File: src/hdl/c_style_token_scanner_defines.svh
// Assertion macros shared by the token scanner RTL.
// No dependencies; included by files that carry concurrent assertions.
`ifndef C_STYLE_TOKEN_SCANNER_DEFINES_SVH
`define C_STYLE_TOKEN_SCANNER_DEFINES_SVH
`ifndef SYNTHESIS
`define CTS_ASSERT_IMPL(lbl, clk, rst_n, ante, cons) \
	lbl: assert property (@(posedge clk) disable iff (!rst_n) (ante) |-> (cons)) \
		else $error("cts: same-cycle check failed");
`define CTS_ASSERT_NEXT(lbl, clk, rst_n, ante, cons) \
	lbl: assert property (@(posedge clk) disable iff (!rst_n) (ante) |=> (cons)) \
		else $error("cts: next-cycle check failed");
`else
`define CTS_ASSERT_IMPL(lbl, clk, rst_n, ante, cons)
`define CTS_ASSERT_NEXT(lbl, clk, rst_n, ante, cons)
`endif
`endif

File: src/hdl/cts_pkg.sv
// Types, constants and character-class functions of the token scanner.
// No dependencies; imported by every module of the block.
`default_nettype none
package cts_pkg;
	localparam int CTS_POS_WIDTH = 32;
	localparam int QUEUE_DEPTH   = 4;
	localparam int TOK_DEPTH     = 4;
	localparam int KIND_W        = 6;
	localparam int OUT_W         = 32;
	localparam int WIDE_W        = 64;

	typedef logic [7:0]        char_t;
	typedef logic [KIND_W-1:0] kind_t;

	typedef enum logic [3:0] {
		M_IDLE, M_OP, M_LINE, M_BLOCK, M_ZERO, M_INT, M_REAL, M_HEX, M_STR, M_IDENT
	} mode_t;

	localparam kind_t K_PLUS_EQ  = 6'd0;
	localparam kind_t K_INCR     = 6'd1;
	localparam kind_t K_PLUS     = 6'd2;
	localparam kind_t K_MINUS_EQ = 6'd3;
	localparam kind_t K_DECR     = 6'd4;
	localparam kind_t K_MINUS    = 6'd5;
	localparam kind_t K_STAR_EQ  = 6'd6;
	localparam kind_t K_STAR     = 6'd7;
	localparam kind_t K_SLASH_EQ = 6'd8;
	localparam kind_t K_SLASH    = 6'd9;
	localparam kind_t K_LE       = 6'd10;
	localparam kind_t K_SHL      = 6'd11;
	localparam kind_t K_LT       = 6'd12;
	localparam kind_t K_GE       = 6'd13;
	localparam kind_t K_SHR      = 6'd14;
	localparam kind_t K_GT       = 6'd15;
	localparam kind_t K_EQEQ     = 6'd16;
	localparam kind_t K_ASSIGN   = 6'd17;
	localparam kind_t K_NE       = 6'd18;
	localparam kind_t K_NOT      = 6'd19;
	localparam kind_t K_LPAREN   = 6'd20;
	localparam kind_t K_RPAREN   = 6'd21;
	localparam kind_t K_LBRACK   = 6'd22;
	localparam kind_t K_RBRACK   = 6'd23;
	localparam kind_t K_LBRACE   = 6'd24;
	localparam kind_t K_RBRACE   = 6'd25;
	localparam kind_t K_DEFINE   = 6'd26;
	localparam kind_t K_COLON    = 6'd27;
	localparam kind_t K_SEMI     = 6'd28;
	localparam kind_t K_LAND     = 6'd29;
	localparam kind_t K_AND      = 6'd30;
	localparam kind_t K_LOR      = 6'd31;
	localparam kind_t K_OR       = 6'd32;
	localparam kind_t K_HEX      = 6'd33;
	localparam kind_t K_INT      = 6'd34;
	localparam kind_t K_REAL     = 6'd35;
	localparam kind_t K_STR1     = 6'd36;
	localparam kind_t K_STR2     = 6'd37;
	localparam kind_t K_UNT_EOL  = 6'd38;
	localparam kind_t K_UNT_EOT  = 6'd39;
	localparam kind_t K_IDENT    = 6'd40;
	localparam kind_t K_UNDEF    = 6'd41;
	localparam kind_t K_END      = 6'd42;
	localparam kind_t K_NONE     = 6'd63;

	localparam char_t CH_NUL    = 8'h00;
	localparam char_t CH_TAB    = 8'h09;
	localparam char_t CH_LF     = 8'h0A;
	localparam char_t CH_CR     = 8'h0D;
	localparam char_t CH_SPACE  = 8'h20;
	localparam char_t CH_BANG   = 8'h21;
	localparam char_t CH_DQUOTE = 8'h22;
	localparam char_t CH_AMP    = 8'h26;
	localparam char_t CH_SQUOTE = 8'h27;
	localparam char_t CH_LPAREN = 8'h28;
	localparam char_t CH_RPAREN = 8'h29;
	localparam char_t CH_STAR   = 8'h2A;
	localparam char_t CH_PLUS   = 8'h2B;
	localparam char_t CH_MINUS  = 8'h2D;
	localparam char_t CH_DOT    = 8'h2E;
	localparam char_t CH_SLASH  = 8'h2F;
	localparam char_t CH_ZERO   = 8'h30;
	localparam char_t CH_NINE   = 8'h39;
	localparam char_t CH_COLON  = 8'h3A;
	localparam char_t CH_SEMI   = 8'h3B;
	localparam char_t CH_LT     = 8'h3C;
	localparam char_t CH_EQ     = 8'h3D;
	localparam char_t CH_GT     = 8'h3E;
	localparam char_t CH_UP_A   = 8'h41;
	localparam char_t CH_UP_F   = 8'h46;
	localparam char_t CH_UP_X   = 8'h58;
	localparam char_t CH_UP_Z   = 8'h5A;
	localparam char_t CH_LBRACK = 8'h5B;
	localparam char_t CH_RBRACK = 8'h5D;
	localparam char_t CH_UNDER  = 8'h5F;
	localparam char_t CH_LO_A   = 8'h61;
	localparam char_t CH_LO_F   = 8'h66;
	localparam char_t CH_LO_X   = 8'h78;
	localparam char_t CH_LO_Z   = 8'h7A;
	localparam char_t CH_LBRACE = 8'h7B;
	localparam char_t CH_PIPE   = 8'h7C;
	localparam char_t CH_RBRACE = 8'h7D;

	// classified source word handed from front to back
	typedef struct packed {
		char_t sym;
		logic  eot;
		logic  digit;
		logic  hexd;
		logic  word;
		logic  id_start;
		logic  space;
		logic  quote;
		logic  single;
		logic  now;
		kind_t now_kind;
	} cls_t;

	function automatic logic is_digit(input char_t c);
		return (c >= CH_ZERO) && (c <= CH_NINE);
	endfunction

	function automatic logic is_alpha(input char_t c);
		return ((c >= CH_LO_A) && (c <= CH_LO_Z)) || ((c >= CH_UP_A) && (c <= CH_UP_Z));
	endfunction

	function automatic logic is_hexd(input char_t c);
		return is_digit(c) || ((c >= CH_LO_A) && (c <= CH_LO_F)) ||
			((c >= CH_UP_A) && (c <= CH_UP_F));
	endfunction

	function automatic logic is_space(input char_t c);
		return (c == CH_SPACE) || (c == CH_CR) || (c == CH_LF) || (c == CH_TAB);
	endfunction

	function automatic kind_t op_single(input char_t f);
		kind_t k;
		case (f)
			CH_PLUS:  k = K_PLUS;
			CH_MINUS: k = K_MINUS;
			CH_STAR:  k = K_STAR;
			CH_SLASH: k = K_SLASH;
			CH_LT:    k = K_LT;
			CH_GT:    k = K_GT;
			CH_EQ:    k = K_ASSIGN;
			CH_BANG:  k = K_NOT;
			CH_COLON: k = K_COLON;
			CH_AMP:   k = K_AND;
			CH_PIPE:  k = K_OR;
			default:  k = K_NONE;
		endcase
		return k;
	endfunction

	function automatic kind_t op_pair(input char_t f, input char_t c);
		kind_t k;
		k = K_NONE;
		case (f)
			CH_PLUS: begin
				if (c == CH_EQ) k = K_PLUS_EQ;
				else if (c == CH_PLUS) k = K_INCR;
			end
			CH_MINUS: begin
				if (c == CH_EQ) k = K_MINUS_EQ;
				else if (c == CH_MINUS) k = K_DECR;
			end
			CH_STAR:  if (c == CH_EQ) k = K_STAR_EQ;
			CH_SLASH: if (c == CH_EQ) k = K_SLASH_EQ;
			CH_LT: begin
				if (c == CH_EQ) k = K_LE;
				else if (c == CH_LT) k = K_SHL;
			end
			CH_GT: begin
				if (c == CH_EQ) k = K_GE;
				else if (c == CH_GT) k = K_SHR;
			end
			CH_EQ:    if (c == CH_EQ) k = K_EQEQ;
			CH_BANG:  if (c == CH_EQ) k = K_NE;
			CH_COLON: if (c == CH_EQ) k = K_DEFINE;
			CH_AMP:   if (c == CH_AMP) k = K_LAND;
			CH_PIPE:  if (c == CH_PIPE) k = K_LOR;
			default:  k = K_NONE;
		endcase
		return k;
	endfunction

	function automatic kind_t op_now(input char_t c);
		kind_t k;
		case (c)
			CH_LPAREN: k = K_LPAREN;
			CH_RPAREN: k = K_RPAREN;
			CH_LBRACK: k = K_LBRACK;
			CH_RBRACK: k = K_RBRACK;
			CH_LBRACE: k = K_LBRACE;
			CH_RBRACE: k = K_RBRACE;
			CH_SEMI:   k = K_SEMI;
			default:   k = K_NONE;
		endcase
		return k;
	endfunction
endpackage
`default_nettype wire

File: src/hdl/cts_front.sv
// Front end: accepts source bytes, classifies them and tags each with its position.
// Depends on cts_pkg.
`default_nettype none
module cts_front import cts_pkg::*; #(
	parameter int POS_WIDTH = CTS_POS_WIDTH
) (
	input  wire logic                 clk,
	input  wire logic                 arst_n,
	input  wire logic                 push,
	input  wire logic                 full,
	input  wire char_t                symbol,
	input  wire logic                 end_of_text,
	output logic                      wr,
	output cls_t                      wr_cls,
	output logic [POS_WIDTH-1:0]      wr_pos
);
	localparam logic [POS_WIDTH-1:0] POS_ONE = 1;

	logic [POS_WIDTH-1:0] pos_q;
	kind_t now_k;

	assign wr     = push && !full;
	assign wr_pos = pos_q;
	assign now_k  = op_now(symbol);

	always_comb begin
		wr_cls.sym      = symbol;
		wr_cls.eot      = end_of_text || (symbol == CH_NUL);
		wr_cls.digit    = is_digit(symbol);
		wr_cls.hexd     = is_hexd(symbol);
		wr_cls.word     = is_alpha(symbol) || is_digit(symbol) || (symbol == CH_UNDER);
		wr_cls.id_start = is_alpha(symbol) || (symbol == CH_UNDER);
		wr_cls.space    = is_space(symbol);
		wr_cls.quote    = (symbol == CH_DQUOTE) || (symbol == CH_SQUOTE);
		wr_cls.single   = op_single(symbol) != K_NONE;
		wr_cls.now      = now_k != K_NONE;
		wr_cls.now_kind = now_k;
	end

	always_ff @(posedge clk or negedge arst_n) begin
		if (!arst_n) begin
			pos_q <= '0;
		end else if (wr) begin
			pos_q <= wr_cls.eot ? '0 : pos_q + POS_ONE;
		end
	end
endmodule
`default_nettype wire

File: src/hdl/cts_queue.sv
// Short word queue between the classifying front end and the scanning back end.
// Depends on cts_pkg for its depth.
`default_nettype none
module cts_queue import cts_pkg::*; #(
	parameter int W = 8
) (
	input  wire logic         clk,
	input  wire logic         arst_n,
	input  wire logic         wr,
	input  wire logic [W-1:0] wr_data,
	input  wire logic         rd,
	output logic [W-1:0]      rd_data,
	output logic              full,
	output logic              empty
);
	localparam int AW = $clog2(QUEUE_DEPTH);
	localparam int CW = $clog2(QUEUE_DEPTH + 1);
	localparam logic [AW-1:0] LAST = AW'(QUEUE_DEPTH - 1);

	logic [W-1:0]  mem_q [QUEUE_DEPTH];
	logic [AW-1:0] wp_q, rp_q;
	logic [CW-1:0] cnt_q;
	logic          do_wr, do_rd;

	assign full    = cnt_q == CW'(QUEUE_DEPTH);
	assign empty   = cnt_q == '0;
	assign do_wr   = wr && !full;
	assign do_rd   = rd && !empty;
	assign rd_data = mem_q[rp_q];

	always_ff @(posedge clk) begin
		if (do_wr) begin
			mem_q[wp_q] <= wr_data;
		end
	end

	always_ff @(posedge clk or negedge arst_n) begin
		if (!arst_n) begin
			wp_q  <= '0;
			rp_q  <= '0;
			cnt_q <= '0;
		end else begin
			if (do_wr) wp_q <= (wp_q == LAST) ? '0 : wp_q + 1'b1;
			if (do_rd) rp_q <= (rp_q == LAST) ? '0 : rp_q + 1'b1;
			cnt_q <= cnt_q + CW'(do_wr) - CW'(do_rd);
		end
	end
endmodule
`default_nettype wire

File: src/hdl/cts_back.sv
// Back end: token state machine over classified words, plus the token output queue.
// Depends on cts_pkg and c_style_token_scanner_defines.svh.
`default_nettype none
`include "c_style_token_scanner_defines.svh"
module cts_back import cts_pkg::*; #(
	parameter int POS_WIDTH = CTS_POS_WIDTH
) (
	input  wire logic                 clk,
	input  wire logic                 arst_n,
	input  wire logic                 in_valid,
	input  wire cls_t                 in_cls,
	input  wire logic [POS_WIDTH-1:0] in_pos,
	output logic                      take,
	output logic                      empty,
	input  wire logic                 pop,
	output kind_t                     token_kind,
	output logic [OUT_W-1:0]          token_start,
	output logic [OUT_W-1:0]          token_length,
	output logic                      last_of_run
);
	localparam int TAW = $clog2(TOK_DEPTH);
	localparam int TCW = $clog2(TOK_DEPTH + 1);
	localparam logic [TAW-1:0] TLAST = TAW'(TOK_DEPTH - 1);
	localparam logic [POS_WIDTH-1:0] LEN_ONE = 1;
	localparam logic [POS_WIDTH-1:0] LEN_TWO = 2;

	mode_t                mode_q, mode_n;
	char_t                pend_q, pend_n;
	logic [POS_WIDTH-1:0] lex_q, lex_n;
	logic                 dq_q, dq_n, star_q, star_n;
	logic                 used;

	logic [POS_WIDTH-1:0] run_len, pos_p1;
	kind_t                pair_k, pend_k, fall_k;
	char_t                sym, close_q;
	logic                 is_comment;

	logic                 a_v, b_v;
	kind_t                a_kind, b_kind;
	logic [POS_WIDTH-1:0] a_start, a_len, b_start, b_len;

	kind_t                tk_kind  [TOK_DEPTH];
	logic                 tk_last  [TOK_DEPTH];
	logic [POS_WIDTH-1:0] tk_start [TOK_DEPTH];
	logic [POS_WIDTH-1:0] tk_len   [TOK_DEPTH];
	logic [TAW-1:0]       wp_q, rp_q, wp1, wp2, b_addr;
	logic [TCW-1:0]       tcnt_q;
	logic [1:0]           nw;
	logic                 pop_ok;
	logic [WIDE_W-1:0]    start_wide, len_wide;

	assign sym        = in_cls.sym;
	assign run_len    = in_pos - lex_q;
	assign pos_p1     = in_pos + LEN_ONE;
	assign pair_k     = op_pair(pend_q, sym);
	assign pend_k     = op_single(pend_q);
	assign fall_k     = (pend_k == K_NONE) ? K_UNDEF : pend_k;
	assign close_q    = dq_q ? CH_DQUOTE : CH_SQUOTE;
	assign is_comment = (pend_q == CH_SLASH) && ((sym == CH_SLASH) || (sym == CH_STAR));

	// room for two tokens before a word is taken
	assign take = in_valid && (tcnt_q <= TCW'(TOK_DEPTH - 2));

	// next state
	always_comb begin
		mode_n = mode_q;
		pend_n = pend_q;
		lex_n  = lex_q;
		dq_n   = dq_q;
		star_n = star_q;
		used   = 1'b0;
		if (in_cls.eot) begin
			mode_n = M_IDLE;
			pend_n = '0;
			lex_n  = '0;
			dq_n   = 1'b0;
			star_n = 1'b0;
		end else begin
			case (mode_q)
				M_OP: begin
					used = 1'b1;
					if (pend_q == CH_SLASH && sym == CH_SLASH) begin
						mode_n = M_LINE;
					end else if (pend_q == CH_SLASH && sym == CH_STAR) begin
						mode_n = M_BLOCK;
						star_n = 1'b0;
					end else begin
						used   = pair_k != K_NONE;
						mode_n = M_IDLE;
					end
				end
				M_LINE: begin
					used = 1'b1;
					if (sym == CH_LF) mode_n = M_IDLE;
				end
				M_BLOCK: begin
					used = 1'b1;
					if (star_q && sym == CH_SLASH) begin
						mode_n = M_IDLE;
						star_n = 1'b0;
					end else begin
						star_n = sym == CH_STAR;
					end
				end
				M_ZERO, M_INT: begin
					if (mode_q == M_ZERO && (sym == CH_LO_X || sym == CH_UP_X)) begin
						mode_n = M_HEX;
						used   = 1'b1;
					end else if (in_cls.digit) begin
						mode_n = M_INT;
						used   = 1'b1;
					end else if (sym == CH_DOT) begin
						mode_n = M_REAL;
						used   = 1'b1;
					end else begin
						mode_n = M_IDLE;
					end
				end
				M_REAL: begin
					used = in_cls.digit;
					if (!in_cls.digit) mode_n = M_IDLE;
				end
				M_HEX: begin
					used = in_cls.hexd;
					if (!in_cls.hexd) mode_n = M_IDLE;
				end
				M_IDENT: begin
					used = in_cls.word;
					if (!in_cls.word) mode_n = M_IDLE;
				end
				M_STR: begin
					used = 1'b1;
					if (sym == close_q || sym == CH_LF) mode_n = M_IDLE;
				end
				default: begin
					mode_n = M_IDLE;
				end
			endcase
			if (!used) begin
				if (in_cls.space || in_cls.now) begin
					mode_n = M_IDLE;
				end else if (in_cls.single) begin
					mode_n = M_OP;
					pend_n = sym;
					lex_n  = in_pos;
				end else if (in_cls.digit) begin
					mode_n = (sym == CH_ZERO) ? M_ZERO : M_INT;
					lex_n  = in_pos;
				end else if (in_cls.quote) begin
					mode_n = M_STR;
					dq_n   = sym == CH_DQUOTE;
					lex_n  = pos_p1;
				end else if (in_cls.id_start) begin
					mode_n = M_IDENT;
					lex_n  = in_pos;
				end
			end
		end
	end

	// token outputs: a ends the pending lexeme, b comes from the byte itself
	always_comb begin
		a_v     = 1'b0;
		a_kind  = K_NONE;
		a_start = lex_q;
		a_len   = run_len;
		b_v     = 1'b0;
		b_kind  = K_NONE;
		b_start = in_pos;
		b_len   = LEN_ONE;
		if (in_cls.eot) begin
			case (mode_q)
				M_OP: begin
					a_v    = 1'b1;
					a_kind = fall_k;
					a_len  = LEN_ONE;
				end
				M_ZERO, M_INT: begin
					a_v    = 1'b1;
					a_kind = K_INT;
				end
				M_REAL: begin
					a_v    = 1'b1;
					a_kind = K_REAL;
				end
				M_HEX: begin
					a_v    = 1'b1;
					a_kind = K_HEX;
				end
				M_IDENT: begin
					a_v    = 1'b1;
					a_kind = K_IDENT;
				end
				M_STR: begin
					a_v    = 1'b1;
					a_kind = K_UNT_EOT;
				end
				default: begin
					a_v = 1'b0;
				end
			endcase
			b_v    = 1'b1;
			b_kind = K_END;
			b_len  = '0;
		end else begin
			case (mode_q)
				M_OP: begin
					a_v = !is_comment;
					if (pair_k != K_NONE) begin
						a_kind = pair_k;
						a_len  = LEN_TWO;
					end else begin
						a_kind = fall_k;
						a_len  = LEN_ONE;
					end
				end
				M_ZERO, M_INT: begin
					a_v    = !used;
					a_kind = K_INT;
				end
				M_REAL: begin
					a_v    = !used;
					a_kind = K_REAL;
				end
				M_HEX: begin
					a_v    = !used;
					a_kind = K_HEX;
				end
				M_IDENT: begin
					a_v    = !used;
					a_kind = K_IDENT;
				end
				M_STR: begin
					if (sym == close_q) begin
						a_v    = 1'b1;
						a_kind = dq_q ? K_STR2 : K_STR1;
					end else if (sym == CH_LF) begin
						a_v    = 1'b1;
						a_kind = K_UNT_EOL;
					end
				end
				default: begin
					a_v = 1'b0;
				end
			endcase
			if (!used && !in_cls.space) begin
				if (in_cls.now) begin
					b_v    = 1'b1;
					b_kind = in_cls.now_kind;
				end else if (!(in_cls.single || in_cls.digit || in_cls.quote ||
						in_cls.id_start)) begin
					b_v    = 1'b1;
					b_kind = K_UNDEF;
				end
			end
		end
	end

	always_ff @(posedge clk or negedge arst_n) begin
		if (!arst_n) begin
			mode_q <= M_IDLE;
			pend_q <= '0;
			lex_q  <= '0;
			dq_q   <= 1'b0;
			star_q <= 1'b0;
		end else if (take) begin
			mode_q <= mode_n;
			pend_q <= pend_n;
			lex_q  <= lex_n;
			dq_q   <= dq_n;
			star_q <= star_n;
		end
	end

	// token queue, up to two writes per cycle
	assign wp1    = (wp_q == TLAST) ? '0 : wp_q + 1'b1;
	assign wp2    = (wp1 == TLAST) ? '0 : wp1 + 1'b1;
	assign b_addr = a_v ? wp1 : wp_q;
	assign nw     = take ? (2'(a_v) + 2'(b_v)) : 2'd0;
	assign empty  = tcnt_q == '0;
	assign pop_ok = pop && !empty;

	always_ff @(posedge clk) begin
		if (take && a_v) begin
			tk_kind[wp_q]  <= a_kind;
			tk_last[wp_q]  <= !b_v;
			tk_start[wp_q] <= a_start;
			tk_len[wp_q]   <= a_len;
		end
		if (take && b_v) begin
			tk_kind[b_addr]  <= b_kind;
			tk_last[b_addr]  <= 1'b1;
			tk_start[b_addr] <= b_start;
			tk_len[b_addr]   <= b_len;
		end
	end

	always_ff @(posedge clk or negedge arst_n) begin
		if (!arst_n) begin
			wp_q   <= '0;
			rp_q   <= '0;
			tcnt_q <= '0;
		end else begin
			case (nw)
				2'd1:    wp_q <= wp1;
				2'd2:    wp_q <= wp2;
				default: wp_q <= wp_q;
			endcase
			if (pop_ok) rp_q <= (rp_q == TLAST) ? '0 : rp_q + 1'b1;
			tcnt_q <= tcnt_q + TCW'(nw) - TCW'(pop_ok);
		end
	end

	assign start_wide   = WIDE_W'(tk_start[rp_q]);
	assign len_wide     = WIDE_W'(tk_len[rp_q]);
	assign token_kind   = tk_kind[rp_q];
	assign token_start  = start_wide[OUT_W-1:0];
	assign token_length = len_wide[OUT_W-1:0];
	assign last_of_run  = tk_last[rp_q];

	`CTS_ASSERT_IMPL(a_tok_bound, clk, arst_n, 1'b1, tcnt_q <= TCW'(TOK_DEPTH))
	`CTS_ASSERT_IMPL(a_eot_end, clk, arst_n, take && in_cls.eot, b_v && b_kind == K_END)
	`CTS_ASSERT_NEXT(a_eot_clear, clk, arst_n, take && in_cls.eot, mode_q == M_IDLE && lex_q == '0)
	`CTS_ASSERT_IMPL(a_str_eol, clk, arst_n, take && !in_cls.eot && mode_q == M_STR && sym == CH_LF && dq_q == 1'b1, a_v && a_kind == K_UNT_EOL)
endmodule
`default_nettype wire

File: src/hdl/c_style_token_scanner.sv
// Top level of the C-style token scanner: front end, word queue, back end.
// Depends on cts_pkg, cts_front, cts_queue and cts_back.
`default_nettype none
// Bytes enter through push/full, one per cycle while full is low; tokens leave
// through empty/pop as kind, start, length and a last-of-run flag. The back end
// scans one queued byte per cycle whenever its four-entry token queue has room
// for two tokens, so sustained input is one byte per cycle while tokens are
// popped in time; a byte that ends one token and forms another yields two tokens,
// which leave through two pops. A token is visible in the cycle after the byte
// that completes it is taken. End of text (end_of_text high or a zero byte)
// flushes any open token, adds an end token and restarts the position count at zero.
module c_style_token_scanner import cts_pkg::*; #(
	parameter int POS_WIDTH = CTS_POS_WIDTH
) (
	input  wire logic         clk,
	input  wire logic         arst_n,
	input  wire logic         push,
	output logic              full,
	input  wire logic [7:0]   symbol,
	input  wire logic         end_of_text,
	output logic              empty,
	input  wire logic         pop,
	output logic [5:0]        token_kind,
	output logic [OUT_W-1:0]  token_start,
	output logic [OUT_W-1:0]  token_length,
	output logic              last_of_run
);
	localparam int QW = $bits(cls_t) + POS_WIDTH;

	logic                 f_wr;
	cls_t                 f_cls;
	logic [POS_WIDTH-1:0] f_pos;
	logic [QW-1:0]        q_rd_data;
	logic                 q_empty, b_take;
	cls_t                 q_cls;
	logic [POS_WIDTH-1:0] q_pos;

	cts_front #(.POS_WIDTH(POS_WIDTH)) u_front (
		.clk         (clk),
		.arst_n      (arst_n),
		.push        (push),
		.full        (full),
		.symbol      (symbol),
		.end_of_text (end_of_text),
		.wr          (f_wr),
		.wr_cls      (f_cls),
		.wr_pos      (f_pos)
	);

	cts_queue #(.W(QW)) u_queue (
		.clk     (clk),
		.arst_n  (arst_n),
		.wr      (f_wr),
		.wr_data ({f_cls, f_pos}),
		.rd      (b_take),
		.rd_data (q_rd_data),
		.full    (full),
		.empty   (q_empty)
	);

	assign {q_cls, q_pos} = q_rd_data;

	cts_back #(.POS_WIDTH(POS_WIDTH)) u_back (
		.clk          (clk),
		.arst_n       (arst_n),
		.in_valid     (!q_empty),
		.in_cls       (q_cls),
		.in_pos       (q_pos),
		.take         (b_take),
		.empty        (empty),
		.pop          (pop),
		.token_kind   (token_kind),
		.token_start  (token_start),
		.token_length (token_length),
		.last_of_run  (last_of_run)
	);
endmodule
`default_nettype wire
File: config.mk
export PLATFORM = sky130hd
export DESIGN_NAME = c_style_token_scanner
export DESIGN_NICKNAME = d
export VERILOG_FILES = /design/src/hdl/cts_pkg.sv /design/src/hdl/cts_front.sv /design/src/hdl/cts_queue.sv /design/src/hdl/cts_back.sv /design/src/hdl/c_style_token_scanner.sv
export VERILOG_INCLUDE_DIRS = /design/src /design/src/hdl
export SDC_FILE = /design/constraint.sdc
export NUM_CORES = 1
export LEC_CHECK = 0
export BUFFER_PORTS_ARGS = -buffer_cell sky130_fd_sc_hd__buf_2
export CAP_MARGIN = 20
export CORE_MARGIN = 2
export CORE_UTILIZATION = 55
export DETAILED_ROUTE_END_ITERATION = 8
export HOLD_SLACK_MARGIN = 0.15
export PLACE_DENSITY_LB_ADDON = 0.3
export SETUP_SLACK_MARGIN = 0.3
export SLEW_MARGIN = 20
export SYNTH_ARGS = -nofsm -noshare
export SYNTH_HDL_FRONTEND = slang
export SYNTH_SLANG_ARGS = --single-unit
File: constraint.sdc
create_clock -name clk -period 6.9 [get_ports clk]
set_input_delay 0.345 -clock clk [delete_from_list [all_inputs] [get_ports clk]]
set_output_delay 0.345 -clock clk [all_outputs]
set_load 0.02 [all_outputs]
Word-level counts from Yosys, hierarchy flattened:

Memories as Yosys holds them, arrays and structs flattened.
Cells that the tools add are included.
Widths: inputs -> output; s select.

* register bits after elaboration: 92
* memory bits (writable): 504
* input bits: 13
* output and inout port bits: 73
* memories kept: 5

* add/sub/neg operators: 13
* magnitude comparators: 9
* equal/unequal tests: 79
* muxes and demuxes: 111
* reduce and logical (&&, ||, !) cells: 59

Memories
* u_queue.mem_q: words 4, bits a word 55, read ports 1, clocked after Yosys merged registers in 0, write ports 1, RTL line cts_queue.sv:20 `logic [W-1:0] mem_q [QUEUE_DEPTH];`
* u_back.tk_len: words 4, bits a word 32, read ports 1, clocked after Yosys merged registers in 0, write ports 2, RTL line cts_back.sv:45 `logic [POS_WIDTH-1:0] tk_len [TOK_DEPTH];`
* u_back.tk_start: words 4, bits a word 32, read ports 1, clocked after Yosys merged registers in 0, write ports 2, RTL line cts_back.sv:44 `logic [POS_WIDTH-1:0] tk_start [TOK_DEPTH];`
* u_back.tk_kind: words 4, bits a word 6, read ports 1, clocked after Yosys merged registers in 0, write ports 2, RTL line cts_back.sv:42 `kind_t tk_kind [TOK_DEPTH];`
* u_back.tk_last: words 4, bits a word 1, read ports 1, clocked after Yosys merged registers in 0, write ports 2, RTL line cts_back.sv:43 `logic tk_last [TOK_DEPTH];`

Operators with widths (count)
* $mux 32: 11
* $eq 8x6->1 const B: 37
* $pmux 6 s11: 3
* $mux 6: 22
* $eq 8x7->1 const B: 10
* $pmux 6 s6: 2
* $add 32x1->32 const B: 2
* $mux 4: 16
* $pmux 6 s7: 1
* $mux 1: 34
* $eq 8x4->1 const B: 4
* $le 8x7->1 const B: 4
* $mux 8: 4
* $pmux 4 s8: 1
* $sub 32x32->32: 1
* $logic_and 1x1->1: 18
* $logic_or 1x1->1: 18
* $mux 2: 9
* $ne 6x6->1 const B: 3
* $eq 4x3->1 const B: 4
* $ge 8x7->1 const B: 2
* $eq 2x2->1 const B: 6
* $reduce_and 4->1: 3
* $add 2x1->2 const B: 5
* other kinds (35): 51

Logic depth before layout (Yosys ltp):

An unclocked memory read counts as a cell.

* word-level depth: 19
* mapped depth: 20
* gate-level depth less buffers: 15

By module:

Synthesis repeated with hierarchy kept, for this count alone.

* cells, all modules: 2572
* area total of the unflattened synthesis: 29477.0 µm²

By module, submodules not included
* cts_back: instances 1, cells an instance 2001, area an instance 19018.2 µm², sequential area each 8573.2 µm²
* cts_queue: instances 1, cells an instance 331, area an instance 8411.8 µm², sequential area each 6781.5 µm²
* cts_front: instances 1, cells an instance 239, area an instance 2043.2 µm², sequential area each 800.8 µm²
* c_style_token_scanner: instances 1, cells an instance 1, area an instance 3.8 µm², sequential area each 0.0 µm²

Least setup slack after synthesis:

No wires, ideal clock.

* path kind: reg2reg
* from: reg u_queue.rp_q[0]
* to: mem u_back.tk_kind[1][0] (netlist bit), enable pin
* library setup time: 0.489 ns
* arrival: 5.492 ns
* required time: 6.411 ns
* path slack: 0.918 ns
* stages on the path, launching flop included: 14
* path buffers: 4
* period minus slack after synthesis: 5.982 ns
* cell sequence: dfrtp_1 buf_6 buf_6 mux4_2 buf_2 xor2_1 nand4b_1 o22a_1 nand4b_1 a41oi_2 a21o_1 buf_2 nand2_4 o21ai_0

RTL lines
* start: declaration: RTL line cts_queue.sv:21 `logic [AW-1:0] wp_q, rp_q;`
* start signal: assignment: RTL line cts_queue.sv:44 `if (do_rd) rp_q <= (rp_q == LAST) ? '0 : rp_q + 1'b1;`
* end: declaration: RTL line cts_back.sv:42

==> results.rst <==
.. list-table::
   :header-rows: 1

   * - Metric
     - Value
   * - Run status
     - finished clean
   * - Critical path's largest stage delay
     - 0.87 ns
   * - Proportion of register bits with asynchronous set or reset after synthesis
     - 0.155
   * - Power Density
     - 504 mW/mm^2
   * - Arithmetic-cell share of the synthesized area counting full adders, half adders and majority gates
     - 0.0234
   * - Skew-Pair Late Insertion Delay
     - 0.63 ns
   * - Post-Syn Instances
     - 2,524
   * - Synthesized-area fraction occupied by xor and xnor cells
     - 0.0254
   * - Power share of the sequential group
     - 0.335
   * - Height of the die
     - 235 um
   * - Switching power as a share of total power
     - 0.423
   * - WS Path Type
     - reg2reg
   * - Clock-pin slew on the worst setup and hold paths
     - 0.06 ns
   * - Standby leakage power
     - 11.8 nW
   * - Yosys warnings
     - 0
   * - DRT antenna net count
     - 0
   * - Required time worst endpoint
     - 7.23 ns
   * - Cell type with the largest total area after synthesis
     - edfxtp_1
   * - Area Growth Syn to Fin
     - 9.95%
   * - Worst-case register-to-register setup slack
     - 1.61 ns
   * - Clock tree from TritonCTS
     - built
   * - WL final
     - 73,000 um
   * - Mean Syn Cell Area
     - 11.6 sq um
   * - Via count of the first global-routing pass
     - 20,302
   * - Clock Tree Root
     - clkbuf_16
   * - Setup repair after global routing missed its margin
     - false
   * - Sort of element at the end of the critical path
     - flop
   * - Clock power frac
     - 0.197
   * - Antenna cell count
     - 0
   * - Post-layout worst setup margin
     - 1.61 ns
   * - Critical-path maximum fanout
     - 36
   * - Wire length of the first global-routing pass
     - 114,000 um
   * - Mux contribution to synthesized area
     - 0.134
   * - Arrival time reported for the critical path endpoint
     - 5.62 ns
   * - Worst slew pin tran
     - 1.14 ns
   * - Setup Viol. Count Final
     - 0
   * - Overall track demand over capacity in global routing
     - 0.261
   * - Fin. max-slew vios
     - 0
   * - Max rail drop VDD
     - 0.253 mV
   * - Reg-to-reg critical path startpoint
     - u_queue.rp_q[0]$_DFFE_PN0P_
   * - Netlist Area Pre-Place
     - 0.0293 sq mm
   * - # port buffers
     - 85
   * - Main combinational cell family by area after synthesis
     - simple AND/OR/NAND/NOR gates
   * - # IOs
     - 86
   * - Antenna violations before repair
     - 1
   * - Htree depth
     - 2
   * - Floorplan die width
     - 235 um
   * - Layout Skew
     - 0.0207 ns
   * - Worst reg2reg endpoint
     - u_back.tk_start[2][18]$_DFFE_PP_
   * - Largest net degree at the start of global routing
     - 83
   * - Non-Filler Cell Area, Final
     - 0.0322 sq mm
   * - Number of cells on the worst reg-to-reg path
     - 9
   * - Vias per cell
     - 6.20
   * - Number of failing hold endpoints at the final stage
     - 0
   * - Total of max-cap violations
     - 0
   * - Synth top area share
     - 0.381
   * - Compound-cell area share of the yosys netlist
     - 0.0978
   * - Clock sink count
     - 592
   * - Layout net count
     - 2,623
   * - Setup TNS after final layout
     - 0 ns
   * - Total die area
     - 0.0551 sq mm
   * - Synth area leaders
     - edfxtp_1 (38%), mux4_2 (9.5%), dfxtp_1 (8.7%), dfrtp_1 (7.9%), nand2_1 (5.8%)
   * - CTS Buf Count
     - 60
   * - Net count after synthesis
     - 2,590
   * - Via count of the routed design
     - 20,419
   * - Worst min-delay path class
     - in2async
   * - Post-cts sizing count
     - 0
   * - Final global-route overflow total
     - 0
   * - Number of flops mapped to enable cells by yosys
     - 372
   * - Time the final worst path needs with I/O delays and setup
     - 5.29 ns
   * - Standard cell with the maximum stage delay on the critical path
     - dfrtp_4
   * - Floorplan Core Area
     - 0.0527 sq mm
   * - # DRC
     - 0
   * - FF+latch count, synth
     - 592
   * - Post-Place Worst Slack
     - 1.57 ns
   * - Final hold slack
     - 0.251 ns
   * - Ys flop type
     - edfxtp_1
   * - Internal cell power
     - 9.37 mW
   * - Period utilisation layout
     - 0.767
   * - Number of buffers on the longest clock path
     - 3
   * - Number of different library cells in the post-synthesis netlist
     - 95
   * - DP Cell Count
     - 3,170
   * - Relative slew slack
     - 0.242
   * - First-pass iteration count of the detailed router
     - 6
   * - Upper clock frequency limit
     - 0.189 GHz
   * - Final Wtd Congestion
     - 0.912
   * - Most frequently used cell type in the post-synthesis netlist
     - nand2_1
   * - CP Launch Type
     - flop
   * - Most instantiated cells after synthesis
     - nand2_1 (454), edfxtp_1 (372), nor2_1 (147)
   * - Series of cell instances along the critical path
     - mux4_2 > or4b_1 > a21oi_4 > a21oi_2 > a211oi_4 > mux2i_1 > nand3_1 > nand2_2 > buf_4
   * - WL per Instance
     - 22.1 um
   * - Detail Placement HPWL
     - 46,600 um
   * - Basic-gate share of the synthesized area counting and, or, nand and nor cells
     - 0.134
   * - Post-CTS Setup Inserts
     - 0
   * - Post-route non-filler standard cell count
     - 3,295
   * - Sw power
     - 6.86 mW
   * - FP Rows
     - 84
   * - Part of the Yosys area used for sequential elements
     - 0.547
   * - Instance area after placement
     - 0.0302 sq mm
   * - Combinational share of power
     - 0.467
   * - Share of cells above drive strength 1
     - 0.168
   * - First-iteration detailed-routing DRC count
     - 2,152
   * - Starting utilization of the core area
     - 0.557
metrics by stage:
stage	power, mW	util
final	16.2	0.612
after global routing	17.1	0.612
after CTS	16.2	0.612
after detailed placement	13.0	0.573
after global placement	12.7	0.573
after floorplan	10.8	-
critical path: cells and delay by family (launching register included):
kind	cells	cell delay (ns)
buffers and inverters	1	0.31
muxes	2	1.00
and+or+nand+nor	3	1.77
AOI/OAI and AO/OA	3	1.02
DFF	1	0.87
layout make-up:
type / instances / area (sq um)
fillers: 4008 / 20400
clock inverters: 23 / 190
repair buffers: 135 / 858
inverters: 86 / 323
clock buffers: 89 / 1750
flip-flops and latches: 592 / 16000
well taps: 688 / 861
multi-input cells: 1682 / 12200
layout by cell type (no fill, tap or decap), types with 11 or more instances in the layout:
master | synthesis | routed
buf_4 | 13 | 35
a21o_1 | 20 | 20
clkbuf_8 | 0 | 11
mux2i_1 | 41 | 40
o31ai_1 | 38 | 38
a21oi_1 | 119 | 119
dlygate4sd3_1 | 0 | 13
mux2_2 | 13 | 13
ha_1 | 50 | 50
a21oi_2 | 33 | 32
nor2b_1 | 14 | 14
mux2_1 | 50 | 50
a31oi_1 | 14 | 14
nand4_1 | 24 | 24
buf_2 | 47 | 85
nor2_1 | 147 | 145
or3_1 | 18 | 18
o21ai_1 | 46 | 46
nand2b_1 | 16 | 16
a211oi_1 | 11 | 11
inv_1 | 85 | 85
dfxtp_1 | 128 | 128
xnor2_1 | 50 | 50
xor2_1 | 35 | 35
nand3_1 | 79 | 78
nand2_1 | 454 | 452
clkbuf_1 | 75 | 16
nor3_1 | 31 | 31
o21ai_0 | 87 | 85
clkbuf_16 | 0 | 61
and3_1 | 21 | 15
mux4_2 | 124 | 124
dfrtp_1 | 92 | 88
edfxtp_1 | 372 | 372
routing by layer:
layer | vias up | routed length, um | track usage
met2 | 819 | 35400 | 0.429
li1 | 9292 | - | -
met4 | 0 | 2080 | 0.0919
met3 | 135 | 4990 | 0.0345
met1 | 10173 | 30500 | 0.359
met5 | - | 0 | 0
flip-flops by register name (all words and copies together) (netlist names), 3 cells and up:
name and count:
u_back.tk_last 4, u_back.pend_q 8, u_queue.mem_q 216, u_back.tk_start 128
u_back.mode_q 4, u_back.tcnt_q 3, u_back.a_start 32, u_back.tk_len 128
u_back.tk_kind 24, u_front.wr_pos 32, u_queue.cnt_q 3
power by group through the flow:
stage,Clock [mW],Combinational (mW),Sequential (mW)
floorplan,0,5.62,5.19
global placement,0,7.30,5.44
detailed placement,0,7.49,5.51
CTS,3.24,7.54,5.45
global route,3.37,8.18,5.55
finish,3.20,7.59,5.45
cells by family after synthesis:
group / Yosys count
DFF: 592
muxes: 228
adders and majority gates: 53
and+or+nand+nor: 867
AOI/OAI and AO/OA: 449
buffers and inverters: 250
xor gates and xnor gates: 85
repair_timing:
item,4_1_cts,5_1_grt
hold buffers,13,0
endpoints found under the setup margin,0,0
endpoints found under the hold margin,72,0
worst max path at each step:
| stage | startpoint | end | slack (ns) | cells after the start |
|---|---|---|---|---|
| 2_1_floorplan | u_queue.rp_q[0]$_DFFE_PN0P_ | u_back.tk_kind[1][0]$_DFFE_PP_ | 0.92 | 13 |
| 3_3_place_gp | u_queue.rp_q[0]$_DFFE_PN0P_ | u_back.tk_start[2][11]$_DFFE_PP_ | 1.75 | 9 |
| 3_5_place_dp | u_queue.rp_q[0]$_DFFE_PN0P_ | u_back.tk_start[2][17]$_DFFE_PP_ | 1.57 | 9 |
| 4_1_cts | u_queue.rp_q[0]$_DFFE_PN0P_ | u_back.tk_start[2][22]$_DFFE_PP_ | 1.54 | 9 |
| 5_1_grt | u_queue.rp_q[0]$_DFFE_PN0P_ | u_back.tk_start[2][18]$_DFFE_PP_ | 1.20 | 9 |
| 6_report | u_queue.rp_q[0]$_DFFE_PN0P_ | u_back.tk_start[2][18]$_DFFE_PP_ | 1.61 | 9 |
Note: power is estimated with default switching activity, not from simulation.
